File: config.mk
export PLATFORM = sky130hd
export DESIGN_NAME = ringtone_text_note_parser
export DESIGN_NICKNAME = d
export VERILOG_FILES = /design/src/sv/rtp_pkg.sv /design/src/sv/ringtone_text_note_parser.sv /design/src/sv/rtp_dur_unit.sv
export SDC_FILE = /design/constraint.sdc
export NUM_CORES = 1
export LEC_CHECK = 0
export BUFFER_PORTS_ARGS = -buffer_cell sky130_fd_sc_hd__buf_2
export CORE_MARGIN = 2
export CORE_UTILIZATION = 55
export CTS_CLUSTER_SIZE = 20
export DETAILED_ROUTE_END_ITERATION = 7
export GPL_ROUTABILITY_DRIVEN = 1
export PLACE_DENSITY = 0.72
export SYNTH_ARGS = -nofsm -noshare
export SYNTH_HDL_FRONTEND = slang
export SYNTH_SLANG_ARGS = --single-unit
File: constraint.sdc
create_clock -name clk -period 46.5 [get_ports clk]
set_input_delay 9.3 -clock clk [delete_from_list [all_inputs] [get_ports clk]]
set_output_delay 9.3 -clock clk [all_outputs]
set_load 0.01 [all_outputs]
File: src/sv/rtp_pkg.sv
// Package for the ringtone text note parser: types, codes and the key ROM.
// No dependencies.
package rtp_pkg;

  localparam logic [1:0] KIND_TONE  = 2'd0;
  localparam logic [1:0] KIND_REST  = 2'd1;
  localparam logic [1:0] KIND_END   = 2'd2;
  localparam logic [1:0] KIND_ERROR = 2'd3;

  localparam logic [1:0] SEC_NAME   = 2'd0;
  localparam logic [1:0] SEC_HEADER = 2'd1;
  localparam logic [1:0] SEC_NOTES  = 2'd2;
  localparam logic [1:0] SEC_CTL    = 2'd3;

  localparam int KEY_MIN  = -8;
  localparam int ROM_SIZE = 121;

  // Key ROM, indexed by key + 8.
  function automatic logic [14:0] key_freq(input logic [6:0] idx);
    logic [14:0] f;
    case (idx)
      7'd0: f = 15'd16;     7'd1: f = 15'd17;     7'd2: f = 15'd18;     7'd3: f = 15'd19;
      7'd4: f = 15'd21;     7'd5: f = 15'd22;     7'd6: f = 15'd23;     7'd7: f = 15'd24;
      7'd8: f = 15'd26;     7'd9: f = 15'd28;     7'd10: f = 15'd29;    7'd11: f = 15'd31;
      7'd12: f = 15'd33;    7'd13: f = 15'd35;    7'd14: f = 15'd37;    7'd15: f = 15'd39;
      7'd16: f = 15'd41;    7'd17: f = 15'd44;    7'd18: f = 15'd46;    7'd19: f = 15'd49;
      7'd20: f = 15'd52;    7'd21: f = 15'd55;    7'd22: f = 15'd58;    7'd23: f = 15'd62;
      7'd24: f = 15'd65;    7'd25: f = 15'd69;    7'd26: f = 15'd73;    7'd27: f = 15'd78;
      7'd28: f = 15'd82;    7'd29: f = 15'd87;    7'd30: f = 15'd92;    7'd31: f = 15'd98;
      7'd32: f = 15'd104;   7'd33: f = 15'd110;   7'd34: f = 15'd117;   7'd35: f = 15'd123;
      7'd36: f = 15'd131;   7'd37: f = 15'd139;   7'd38: f = 15'd147;   7'd39: f = 15'd156;
      7'd40: f = 15'd165;   7'd41: f = 15'd175;   7'd42: f = 15'd185;   7'd43: f = 15'd196;
      7'd44: f = 15'd208;   7'd45: f = 15'd220;   7'd46: f = 15'd233;   7'd47: f = 15'd247;
      7'd48: f = 15'd262;   7'd49: f = 15'd277;   7'd50: f = 15'd294;   7'd51: f = 15'd311;
      7'd52: f = 15'd330;   7'd53: f = 15'd349;   7'd54: f = 15'd370;   7'd55: f = 15'd392;
      7'd56: f = 15'd415;   7'd57: f = 15'd440;   7'd58: f = 15'd466;   7'd59: f = 15'd494;
      7'd60: f = 15'd523;   7'd61: f = 15'd554;   7'd62: f = 15'd587;   7'd63: f = 15'd622;
      7'd64: f = 15'd659;   7'd65: f = 15'd698;   7'd66: f = 15'd740;   7'd67: f = 15'd784;
      7'd68: f = 15'd831;   7'd69: f = 15'd880;   7'd70: f = 15'd932;   7'd71: f = 15'd988;
      7'd72: f = 15'd1047;  7'd73: f = 15'd1109;  7'd74: f = 15'd1175;  7'd75: f = 15'd1245;
      7'd76: f = 15'd1319;  7'd77: f = 15'd1397;  7'd78: f = 15'd1480;  7'd79: f = 15'd1568;
      7'd80: f = 15'd1661;  7'd81: f = 15'd1760;  7'd82: f = 15'd1865;  7'd83: f = 15'd1976;
      7'd84: f = 15'd2093;  7'd85: f = 15'd2217;  7'd86: f = 15'd2349;  7'd87: f = 15'd2489;
      7'd88: f = 15'd2637;  7'd89: f = 15'd2794;  7'd90: f = 15'd2960;  7'd91: f = 15'd3136;
      7'd92: f = 15'd3322;  7'd93: f = 15'd3520;  7'd94: f = 15'd3729;  7'd95: f = 15'd3951;
      7'd96: f = 15'd4186;  7'd97: f = 15'd4435;  7'd98: f = 15'd4699;  7'd99: f = 15'd4978;
      7'd100: f = 15'd5274; 7'd101: f = 15'd5588; 7'd102: f = 15'd5920; 7'd103: f = 15'd6272;
      7'd104: f = 15'd6645; 7'd105: f = 15'd7040; 7'd106: f = 15'd7459; 7'd107: f = 15'd7902;
      7'd108: f = 15'd8372; 7'd109: f = 15'd8870; 7'd110: f = 15'd9397; 7'd111: f = 15'd9956;
      7'd112: f = 15'd10548; 7'd113: f = 15'd11175; 7'd114: f = 15'd11840;
      7'd115: f = 15'd12544; 7'd116: f = 15'd13290; 7'd117: f = 15'd14080;
      7'd118: f = 15'd14917; 7'd119: f = 15'd15804; 7'd120: f = 15'd16744;
      default: f = 15'd0;
    endcase
    return f;
  endfunction

  function automatic logic signed [4:0] letter_offset(input logic [2:0] i);
    logic signed [4:0] o;
    case (i)
      3'd0: o = 5'sd1;
      3'd1: o = 5'sd3;
      3'd2: o = -5'sd8;
      3'd3: o = -5'sd6;
      3'd4: o = -5'sd4;
      3'd5: o = -5'sd3;
      3'd6: o = -5'sd1;
      default: o = 5'sd3;
    endcase
    return o;
  endfunction

  // Request to the duration unit.
  typedef struct packed {
    logic        start;
    logic [15:0] tempo;
    logic [7:0]  len;
    logic [1:0]  dots;
  } dur_req_t;

  typedef struct packed {
    logic        done;
    logic [19:0] dur;
  } dur_rsp_t;

endpackage

File: src/sv/ringtone_text_note_parser.sv
// Top level of the ringtone text note parser: character parser and result control.
// Depends on rtp_pkg and rtp_dur_unit.
//
// One character is taken per transfer. After a character that gives no result,
// s_tready stays high for the next character. An error or end result goes
// straight to the output register. A character that completes a note runs the
// shared bit-serial divider (two 18-step divisions) and then the dot steps,
// and s_tready is low meanwhile. The result sits in an output register until
// m_tready takes it, and s_tready is low while it waits there.
module ringtone_text_note_parser #(
  parameter int MAX_OCTAVE = 9,
  parameter int VALUE_BITS = 16
) (
  input  logic        clk,
  input  logic        rst,
  input  logic        s_tvalid,
  output logic        s_tready,
  input  logic [7:0]  s_tdata,   // [7:0] char_code
  input  logic        s_tlast,   // is_last
  output logic        m_tvalid,
  input  logic        m_tready,
  output logic [47:0] m_tdata,   // [14:0] frequency_hz, [34:15] duration_ms, [42:35] key_number
  output logic [1:0]  m_tuser,   // kind
  output logic        m_tlast    // end_of_song
);
  import rtp_pkg::*;

  localparam logic [VALUE_BITS-1:0] ACC_MAX = {VALUE_BITS{1'b1}};
  localparam logic [3:0] MAXO = 4'(MAX_OCTAVE);

  typedef enum logic [2:0] {
    T_RUN  = 3'b001,
    T_WAIT = 3'b010,
    T_OUT  = 3'b100
  } tstate_t;

  tstate_t tstate;
  logic [1:0]  section;
  logic [2:0]  phase;
  logic [7:0]  ctl;
  logic [VALUE_BITS-1:0] acc;
  logic [7:0]  dlen;
  logic [3:0]  doct;
  logic [15:0] tempo;
  logic [7:0]  plen;
  logic [1:0]  dots;
  logic [7:0]  plet;
  logic        sharp;
  logic [3:0]  poct;
  logic [1:0]  tchars;
  logic        bad;

  // Held note for the duration wait
  logic [1:0]  w_kind;
  logic [14:0] w_freq;
  logic signed [7:0] w_key;
  logic        w_last;

  logic [1:0]  o_kind;
  logic [14:0] o_freq;
  logic [19:0] o_dur;
  logic [7:0]  o_key;
  logic        o_last;

  dur_req_t dreq;
  dur_rsp_t drsp;

  rtp_dur_unit u_dur (.clk(clk), .rst(rst), .req(dreq), .rsp(drsp));

  // next-state of parser
  logic [1:0]  section_next;
  logic [2:0]  phase_next;
  logic [7:0]  ctl_next, dlen_next, plen_next, plet_next;
  logic [VALUE_BITS-1:0] acc_next;
  logic [3:0]  doct_next, poct_next;
  logic [15:0] tempo_next;
  logic [1:0]  dots_next, tchars_next;
  logic        sharp_next, bad_next;
  logic        emit;        // immediate result
  logic [1:0]  e_kind;
  logic        want_dur;    // note needs duration
  logic [14:0] n_freq;
  logic signed [7:0] n_key;
  logic [1:0]  n_kind;
  logic [7:0]  n_len;
  logic [1:0]  n_dots;
  logic [7:0]  c;
  logic        is_dig;

  always_comb begin
    logic [VALUE_BITS+3:0] v;
    logic [3:0] oct;
    logic signed [8:0] key;
    logic [7:0] up;
    logic fin_ctl, fin_note, last_fin;
    c  = s_tdata;
    is_dig = (c >= 8'h30) && (c <= 8'h39);
    v = {acc, 3'b0} + {2'b0, acc, 1'b0} + {{VALUE_BITS{1'b0}}, c[3:0]};
    up = (c >= 8'h61 && c <= 8'h7a) ? c - 8'd32 : c;
    section_next = section; phase_next = phase; ctl_next = ctl; acc_next = acc;
    dlen_next = dlen; doct_next = doct; tempo_next = tempo; plen_next = plen;
    dots_next = dots; plet_next = plet; sharp_next = sharp; poct_next = poct;
    tchars_next = tchars; bad_next = bad;
    emit = 1'b0; e_kind = KIND_END; want_dur = 1'b0;
    fin_ctl = 1'b0; fin_note = 1'b0; last_fin = 1'b0;
    n_len = 8'd0; n_kind = KIND_ERROR; n_freq = 15'd0; n_key = 8'sd0; n_dots = 2'd0;
    oct = 4'd0; key = 9'sd0;
    if (!(c == 8'd0 || c == 8'd32 || (c >= 8'd9 && c <= 8'd13))) begin
      unique case (section)
        SEC_NAME: if (c == 8'h3a) section_next = SEC_HEADER;
        SEC_HEADER, SEC_CTL: begin
          if (c == 8'h2c || (section == SEC_HEADER && c == 8'h3a)) begin
            fin_ctl = 1'b1;
            if (section == SEC_CTL || c == 8'h3a) section_next = SEC_NOTES;
          end else if (phase == 3'd0) begin
            ctl_next = c; phase_next = 3'd1;
          end else if (phase == 3'd1) begin
            if (c == 8'h3d) begin acc_next = '0; phase_next = 3'd2; end
            else begin bad_next = 1'b1; phase_next = 3'd3; end
          end else if (phase == 3'd2) begin
            if (is_dig) acc_next = (v > {4'd0, ACC_MAX}) ? ACC_MAX : v[VALUE_BITS-1:0];
            else phase_next = 3'd3;
          end
        end
        default: begin
          if (c == 8'h2c) fin_note = 1'b1;
          else if (c == 8'h3d) begin
            if (tchars == 2'd0) begin ctl_next = 8'h3d; phase_next = 3'd1; end
            else if (tchars == 2'd1) begin acc_next = '0; bad_next = 1'b0; phase_next = 3'd2; end
            else begin bad_next = 1'b1; phase_next = 3'd3; end
            section_next = SEC_CTL;
          end else begin
            if (tchars == 2'd0) ctl_next = c;
            if (tchars != 2'd2) tchars_next = tchars + 2'd1;
            case (phase)
              3'd0, 3'd1: begin
                if (is_dig) begin
                  acc_next = (v > {4'd0, ACC_MAX}) ? ACC_MAX : v[VALUE_BITS-1:0];
                  phase_next = 3'd1;
                end else begin
                  if (phase == 3'd1) begin
                    if (acc == '0) bad_next = 1'b1;
                    plen_next = (acc > VALUE_BITS'(255)) ? 8'd255 : 8'(acc);
                    acc_next = '0;
                  end
                  if (c == 8'h2e) begin
                    if (dots != 2'd3) dots_next = dots + 2'd1;
                    phase_next = 3'd2;
                  end else begin
                    plet_next = up; acc_next = '0; phase_next = 3'd3;
                  end
                end
              end
              3'd2: begin plet_next = up; acc_next = '0; phase_next = 3'd3; end
              3'd3, 3'd4, 3'd5, 3'd6: begin
                if (phase == 3'd3 && c == 8'h23) begin
                  sharp_next = 1'b1; phase_next = 3'd4;
                end else if (is_dig) begin
                  acc_next = (v > {4'd0, ACC_MAX}) ? ACC_MAX : v[VALUE_BITS-1:0];
                  poct_next = ((acc_next > VALUE_BITS'(MAX_OCTAVE)) ? MAXO :
                               4'(acc_next)) + 4'd1;
                  phase_next = 3'd6;
                end else if (c == 8'h2e) begin
                  if (dots != 2'd3) dots_next = dots + 2'd1;
                  phase_next = (phase == 3'd3) ? 3'd5 : (phase == 3'd4) ? 3'd5 : 3'd7;
                end else phase_next = 3'd7;
              end
              default: ;
            endcase
          end
        end
      endcase
    end
    // end of text finishes the open token of the section reached after this character
    if (s_tlast && !fin_ctl && !fin_note) begin
      if (section_next == SEC_HEADER || section_next == SEC_CTL) begin
        fin_ctl = 1'b1; last_fin = 1'b1;
      end else if (section_next == SEC_NOTES) begin
        fin_note = 1'b1; last_fin = 1'b1;
      end
    end
    // finishing uses pre-character token state when the character was a separator;
    // for end of text without separator, it uses the state after this character
    if (fin_ctl) begin
      logic [2:0] ph; logic bd; logic [7:0] cl; logic [VALUE_BITS-1:0] av;
      ph = last_fin ? phase_next : phase; bd = last_fin ? bad_next : bad;
      cl = last_fin ? ctl_next : ctl;     av = last_fin ? acc_next : acc;
      if (ph != 3'd0) begin
        if (bd || ph == 3'd1) begin emit = 1'b1; e_kind = KIND_ERROR; end
        else if (cl == 8'h64) dlen_next = (av > VALUE_BITS'(255)) ? 8'd255 : 8'(av);
        else if (cl == 8'h6f) doct_next = (av > VALUE_BITS'(MAX_OCTAVE)) ? MAXO : 4'(av);
        else if (cl == 8'h62) tempo_next = 16'(av);
      end
    end
    if (fin_note) begin
      logic [2:0] ph; logic bd; logic [7:0] pl, lt; logic [3:0] po; logic sh;
      ph = last_fin ? phase_next : phase; bd = last_fin ? bad_next : bad;
      pl = last_fin ? plen_next : plen;   lt = last_fin ? plet_next : plet;
      po = last_fin ? poct_next : poct;   sh = last_fin ? sharp_next : sharp;
      n_dots = last_fin ? dots_next : dots;
      if (ph != 3'd0) begin
        n_len = (pl != 8'd0) ? pl : dlen;
        if (ph <= 3'd2 || bd || n_len == 8'd0 || tempo_next == 16'd0) begin
          emit = 1'b1; e_kind = KIND_ERROR;
        end else begin
          oct = (po != 4'd0) ? po - 4'd1 : doct;
          if (oct > MAXO) oct = MAXO;
          key = $signed({8'd0, sh}) + $signed({1'b0, 4'd0, oct} * 9'd12);
          if (lt >= 8'h41 && lt <= 8'h48) key = key + 9'(letter_offset(lt[2:0] - 3'd1));
          if (lt == 8'h50) begin
            n_kind = KIND_REST; want_dur = 1'b1;
          end else if (key >= -9'sd8 && key <= 9'sd112) begin
            n_kind = KIND_TONE; want_dur = 1'b1;
            n_freq = key_freq(7'(key + 9'sd8)); n_key = 8'(key);
          end else begin
            emit = 1'b1; e_kind = KIND_ERROR;
          end
        end
      end
    end
    if (fin_ctl || fin_note) begin
      phase_next = 3'd0; ctl_next = 8'd0; acc_next = '0; plen_next = 8'd0;
      dots_next = 2'd0; plet_next = 8'd0;
      sharp_next = 1'b0; poct_next = 4'd0; tchars_next = 2'd0; bad_next = 1'b0;
    end
    if (s_tlast && !emit && !want_dur) begin emit = 1'b1; e_kind = KIND_END; end
  end

  assign dreq.start = (tstate == T_RUN) && s_tvalid && want_dur;
  assign dreq.tempo = tempo_next;
  assign dreq.len   = n_len;
  assign dreq.dots  = n_dots;
  assign s_tready   = (tstate == T_RUN);

  always_ff @(posedge clk) begin
    if (rst) begin
      tstate <= T_RUN;
      section <= SEC_NAME; phase <= 3'd0; ctl <= 8'd0; acc <= '0;
      dlen <= 8'd4; doct <= (4'd6 > MAXO) ? MAXO : 4'd6; tempo <= 16'd63;
      plen <= 8'd0; dots <= 2'd0; plet <= 8'd0; sharp <= 1'b0; poct <= 4'd0;
      tchars <= 2'd0; bad <= 1'b0;
    end else begin
      unique case (tstate)
        T_RUN: begin
          if (s_tvalid) begin
            if (s_tlast) begin
              section <= SEC_NAME; phase <= 3'd0; ctl <= 8'd0; acc <= '0;
              dlen <= 8'd4; doct <= (4'd6 > MAXO) ? MAXO : 4'd6; tempo <= 16'd63;
              plen <= 8'd0; dots <= 2'd0; plet <= 8'd0; sharp <= 1'b0;
              poct <= 4'd0; tchars <= 2'd0; bad <= 1'b0;
            end else begin
              section <= section_next; phase <= phase_next; ctl <= ctl_next;
              acc <= acc_next; dlen <= dlen_next; doct <= doct_next; tempo <= tempo_next;
              plen <= plen_next; plet <= plet_next; sharp <= sharp_next;
              poct <= poct_next; tchars <= tchars_next; bad <= bad_next;
              dots <= dots_next;
            end
            w_kind <= n_kind; w_freq <= n_freq; w_key <= n_key; w_last <= s_tlast;
            if (want_dur) tstate <= T_WAIT;
            else if (emit) begin
              o_kind <= e_kind; o_freq <= 15'd0; o_dur <= 20'd0; o_key <= 8'd0;
              o_last <= s_tlast; tstate <= T_OUT;
            end
          end
        end
        T_WAIT: begin
          if (drsp.done) begin
            o_kind <= w_kind; o_freq <= w_freq; o_dur <= drsp.dur;
            o_key <= w_key; o_last <= w_last; tstate <= T_OUT;
          end
        end
        T_OUT: if (m_tready) tstate <= T_RUN;
        default: tstate <= T_RUN;
      endcase
    end
  end

  assign m_tvalid = (tstate == T_OUT);
  assign m_tdata  = {5'd0, o_key, o_dur, o_freq};
  assign m_tuser  = o_kind;
  assign m_tlast  = o_last;
endmodule

File: src/sv/rtp_dur_unit.sv
// Duration unit: restoring divider shared by both divisions, then the dot steps.
// Depends on rtp_pkg.
module rtp_dur_unit (
  input  logic              clk,
  input  logic              rst,
  input  rtp_pkg::dur_req_t req,
  output rtp_pkg::dur_rsp_t rsp
);
  import rtp_pkg::*;

  typedef enum logic [4:0] {
    S_IDLE = 5'b00001,
    S_DIV1 = 5'b00010,
    S_DIV2 = 5'b00100,
    S_DOTS = 5'b01000,
    S_DONE = 5'b10000
  } dstate_t;

  dstate_t     state;
  logic [17:0] quot;
  logic [17:0] rem;
  logic [15:0] divisor;
  logic [4:0]  cnt;
  logic [7:0]  len;
  logic [1:0]  dots;
  logic [21:0] acc;

  logic [18:0] trial;
  logic [18:0] rem_sh;

  always_comb begin
    rem_sh = {rem, quot[17]};
    trial  = rem_sh - {3'd0, divisor};
  end

  always_ff @(posedge clk) begin
    if (rst) begin
      state <= S_IDLE;
    end else begin
      unique case (state)
        S_IDLE: begin
          if (req.start) begin
            quot    <= 18'd60000;
            rem     <= 18'd0;
            divisor <= req.tempo;
            len     <= req.len;
            dots    <= req.dots;
            cnt     <= 5'd17;
            state   <= S_DIV1;
          end
        end
        S_DIV1, S_DIV2: begin
          if (cnt != 5'd0) begin
            rem  <= trial[18] ? rem_sh[17:0] : trial[17:0];
            quot <= {quot[16:0], ~trial[18]};
            cnt  <= cnt - 5'd1;
          end else if (state == S_DIV1) begin
            // quotient times four, then divide by length
            quot    <= {quot[14:0], ~trial[18], 2'b00};
            rem     <= 18'd0;
            divisor <= {8'd0, len};
            cnt     <= 5'd17;
            state   <= S_DIV2;
          end else begin
            acc   <= {4'd0, quot[16:0], ~trial[18]};
            state <= S_DOTS;
          end
        end
        S_DOTS: begin
          if (dots == 2'd0) begin
            state <= S_DONE;
          end else begin
            acc  <= acc + {1'b0, acc[21:1]};
            dots <= dots - 2'd1;
          end
        end
        S_DONE: state <= S_IDLE;
        default: state <= S_IDLE;
      endcase
    end
  end

  assign rsp.done = (state == S_DONE);
  assign rsp.dur  = acc[19:0];
endmodule

==> results.py <==
metrics = {
    "outcome": {
        "status": "finished clean",
    },
    "worst_setup_path": {
        "crit_path_end_kind": "flip-flop",
        "rr_endpoint": "u_dur.rem[11]$_SDFFCE_PN0P_",
        "critPathMaxFanout": 41,
        "crit_start": "s_tdata[3]",
        "critical_path_arrival_ps": 19330,
        "cp-endpoint": "u_dur.rem[11]$_SDFFCE_PN0P_",
        "r2r_start": "acc[2]$_SDFFE_PP0P_",
        "cp.required_ps": 46700,
        "worstRegToRegCells": 33,
        "startpoint_type": "input port",
        "cp_common_cell": "ha_1",
        "cpMaxStageDelayCell": "mux2_2",
        "crit_type": "in -> reg",
        "r2r_setup_slack_ps": 35530,
        "max_stage_delay_ps": 760,
    },
    "timing": {
        "fin_worst_skew_ps": 18.7,
        "period_minus_slack_ps": 19130,
        "hold_violations": 0,
        "fin_setup_tns_ps": 0,
        "finalCritPeriodShare": 0.411,
        "worst_pin_slew_ps": 1240,
        "relSlewSlack": 0.167,
        "rsz0062_at_grt": "no",
        "timing.fmax_ghz": 0.0523,
        "setup_violations": 0,
        "finalMaxSlewViolations": 0,
    },
    "grt": {
        "first_global_vias": 17300,
        "antenna_found_initial": 0,
        "grt_usage": 0.320,
        "grt_pass1_wl_mm": 93.5,
        "overflow": 0,
        "grt_max_degree": 79,
    },
    "yosys": {
        "synth.area.top_cells": "edfxtp_1 25%, dfxtp_1 9.5%, ha_1 6.6%",
        "synth_common_cells": "284 x nand2_1, 262 x nor2_1, 199 x o21ai_0",
        "netlist_area_mm2": 0.0191,
        "synth.most_common_cell": "nand2_1",
        "synthCells": 2362,
        "synth_cell_type_count": 95,
        "synth_seq_area_share": 0.348,
        "synth_top_area_cell": "edfxtp_1",
        "ys_async_sr_fraction": 0,
        "synth_seq_cells": 252,
        "synth_enable_flop_cells": 161,
        "synth_ff_type": "edfxtp_1",
        "ys_warn_count": 0,
        "yosysTopAreaCellShare": 0.253,
        "syn_area_per_cell_um2": 8.09,
    },
    "layout": {
        "area_delta_synth_final_pct": 8.01,
        "nFillCells": 3026,
        "fin_util": 0.601,
        "post_route_cells_drive_above_1_share": 0.0820,
        "nNetsFinal": 2452,
        "diodes": 0,
    },
    "die": {
        "placeableCoreArea_mm2": 0.0344,
        "die_h_um": 190,
        "die_x_um": 190,
        "rows": 68,
        "die_area_mm2": 0.0363,
        "io_pins": 66,
        "initial_core_util": 0.556,
    },
    "pwr": {
        "clkPwrFrac": 0.428,
        "power.density_mw_per_mm2": 25.9,
        "p_sw_w": 0.000137,
        "p_leak_nw": 7.76,
        "p_comb_frac": 0.123,
        "internal-power_w": 0.000396,
        "irDropWorstVdd_v": 0.0000318,
        "swShare": 0.257,
        "seq_power_share": 0.450,
    },
    "clock_tree": {
        "cts_root_buffer": "clkbuf_16",
        "cts_max_path_buffers": 3,
        "numCtsBuffers": 28,
        "post_cts_resize_count": 0,
        "ctsHoldBuffers": 0,
        "cts_tree": "yes",
        "cts_sinks": 252,
        "clk-insertion-delay-late_ps": 570,
        "htreeDepth": 1,
        "cts.clk_slew.worst_paths_ps": 60,
        "cts_setup_buffers": 0,
    },
    "detailed_routing": {
        "ant_nets": 0,
        "dr.pass1.iters": 7,
        "routed-via-count": 18500,
        "drtIter0Drc": 2256,
        "drcViolationCount": 0,
        "wirelength_mm": 58.8,
        "wl_per_cell_um": 20.9,
        "viasPerCell": 6.59,
    },
    "placement": {
        "io_buffers": 60,
        "hpwl_mm": 42.1,
        "place.gp.congestion": 1.09,
    },
    "worst_hold_path": {
        "hold_path.startpoint": "poct[0]$_SDFFE_PP0P_",
        "hp-class": "reg -> reg",
    },
    "job": {
        "max_cap_violations": 0,
    },
}
-- state kept, by name, indices dropped and copies added, names as in the netlist, 3 cells and up --
register	cells
o_key	8
u_dur.len	8
o_dur	20
tstate	3
o_freq	15
ctl	8
u_dur.rem	18
plen	8
plet	8
u_dur.cnt	5
u_dur.state	5
u_dur.quot	18
w_key	8
dlen	8
w_freq	15
doct	4
u_dur.divisor	16
acc	16
poct	4
tempo	16
phase	3
u_dur.acc	22
-- placed cells by master, fill, tap and decap left out, types with 10 or more instances in the layout --
master / instances
nand2_1: 284
nor2_1: 260
o21ai_0: 199
a21oi_1: 187
edfxtp_1: 161
ha_1: 101
dfxtp_1: 91
inv_1: 86
nand3_1: 64
and2_1: 62
buf_2: 60
nor3_1: 54
mux2i_1: 46
a31oi_1: 38
buf_4: 35
o211ai_1: 29
xnor2_1: 28
clkbuf_16: 28
a211oi_1: 25
a22oi_1: 24
nand2b_1: 22
nor4_1: 21
or3_1: 21
and3_1: 20
o22ai_1: 19
nor2b_1: 18
xor2_1: 18
o31ai_1: 18
a21boi_0: 16
nand4_1: 15
o221ai_1: 15
a21o_1: 14
nor3b_1: 12
or2_2: 12
o21a_1: 12
a311oi_1: 11
a221oi_1: 11
mux2_2: 10
-- cell type report --
class	count	area, um^2	area share
Multi-Input combinational cell	1867	11600	0.560
Sequential cell	252	6660	0.322
Clock buffer	32	736	0.0356
Tap cell	455	569	0.0276
Timing Repair Buffer	95	563	0.0273
Inverter	89	334	0.0162
Clock inverter	20	230	0.0111
-- stage by stage --
step	std cells	instance area (um^2)	setup slack (ps)	power (W)	hold WS [ps]
global placement	2758	19700	27260	0.000308	444
global route	2810	20600	26680	0.000550	495
finish	2810	20600	27370	0.000534	464
CTS	2810	20600	27490	0.000535	460
floorplan	2366	19100	24340	0.000291	432
detailed placement	2758	19700	26980	0.000308	452
-- worst max-delay path, delay by kind of cell --
kind / cells / cell delay, ps
muxes: 3 / 1190
buffers and inverters: 3 / 880
xor gates and xnor gates: 1 / 540
and+or+nand+nor: 9 / 1840
adders and majority gates: 7 / 2650
AOI/OAI and AO/OA: 11 / 2860
-- cell families (layout without fill, tap and decap cells) --
kind of cell | count (synthesis) | after routing | share of synthesized area
buffers and inverters | 247 | 236 | 0.0510
flip-flops | 252 | 252 | 0.348
AO/OA/AOI/OAI | 735 | 735 | 0.248
adder cells (fa/ha/maj) | 106 | 106 | 0.0713
multiplexers | 57 | 57 | 0.0312
other | 1 | 5 | 0.000196
XOR/XNOR | 48 | 48 | 0.0224
AND/OR/NAND/NOR | 916 | 916 | 0.228
-- layer usage --
layer / track usage / up-vias / share of wire
met5: 0 / - / 0
met4: 0.131 / 0 / 0.043
met3: 0.0628 / 196 / 0.098
met2: 0.494 / 1023 / 0.44
met1: 0.439 / 8616 / 0.42
li1: - / 8677 / -
-- power by group through the flow --
stage	clock [W]	combinational, W	sequential (W)
finish	0.000228	0.0000655	0.000240
global route	0.000239	0.0000704	0.000240
CTS	0.000232	0.0000633	0.000240
detailed placement	0	0.0000628	0.000245
global placement	0	0.0000636	0.000245
floorplan	0	0.0000455	0.000246
-- worst min path at each step --
stage	cells after the start	slack [ps]	end
after floorplan	2	430	poct[0]$_SDFFE_PP0P_
after global placement	2	440	poct[0]$_SDFFE_PP0P_
after detailed placement	2	450	poct[0]$_SDFFE_PP0P_
after CTS	2	460	poct[0]$_SDFFE_PP0P_
after global routing	2	500	poct[0]$_SDFFE_PP0P_
final	2	460	poct[0]$_SDFFE_PP0P_
Note: power is estimated with default switching activity, not from simulation.
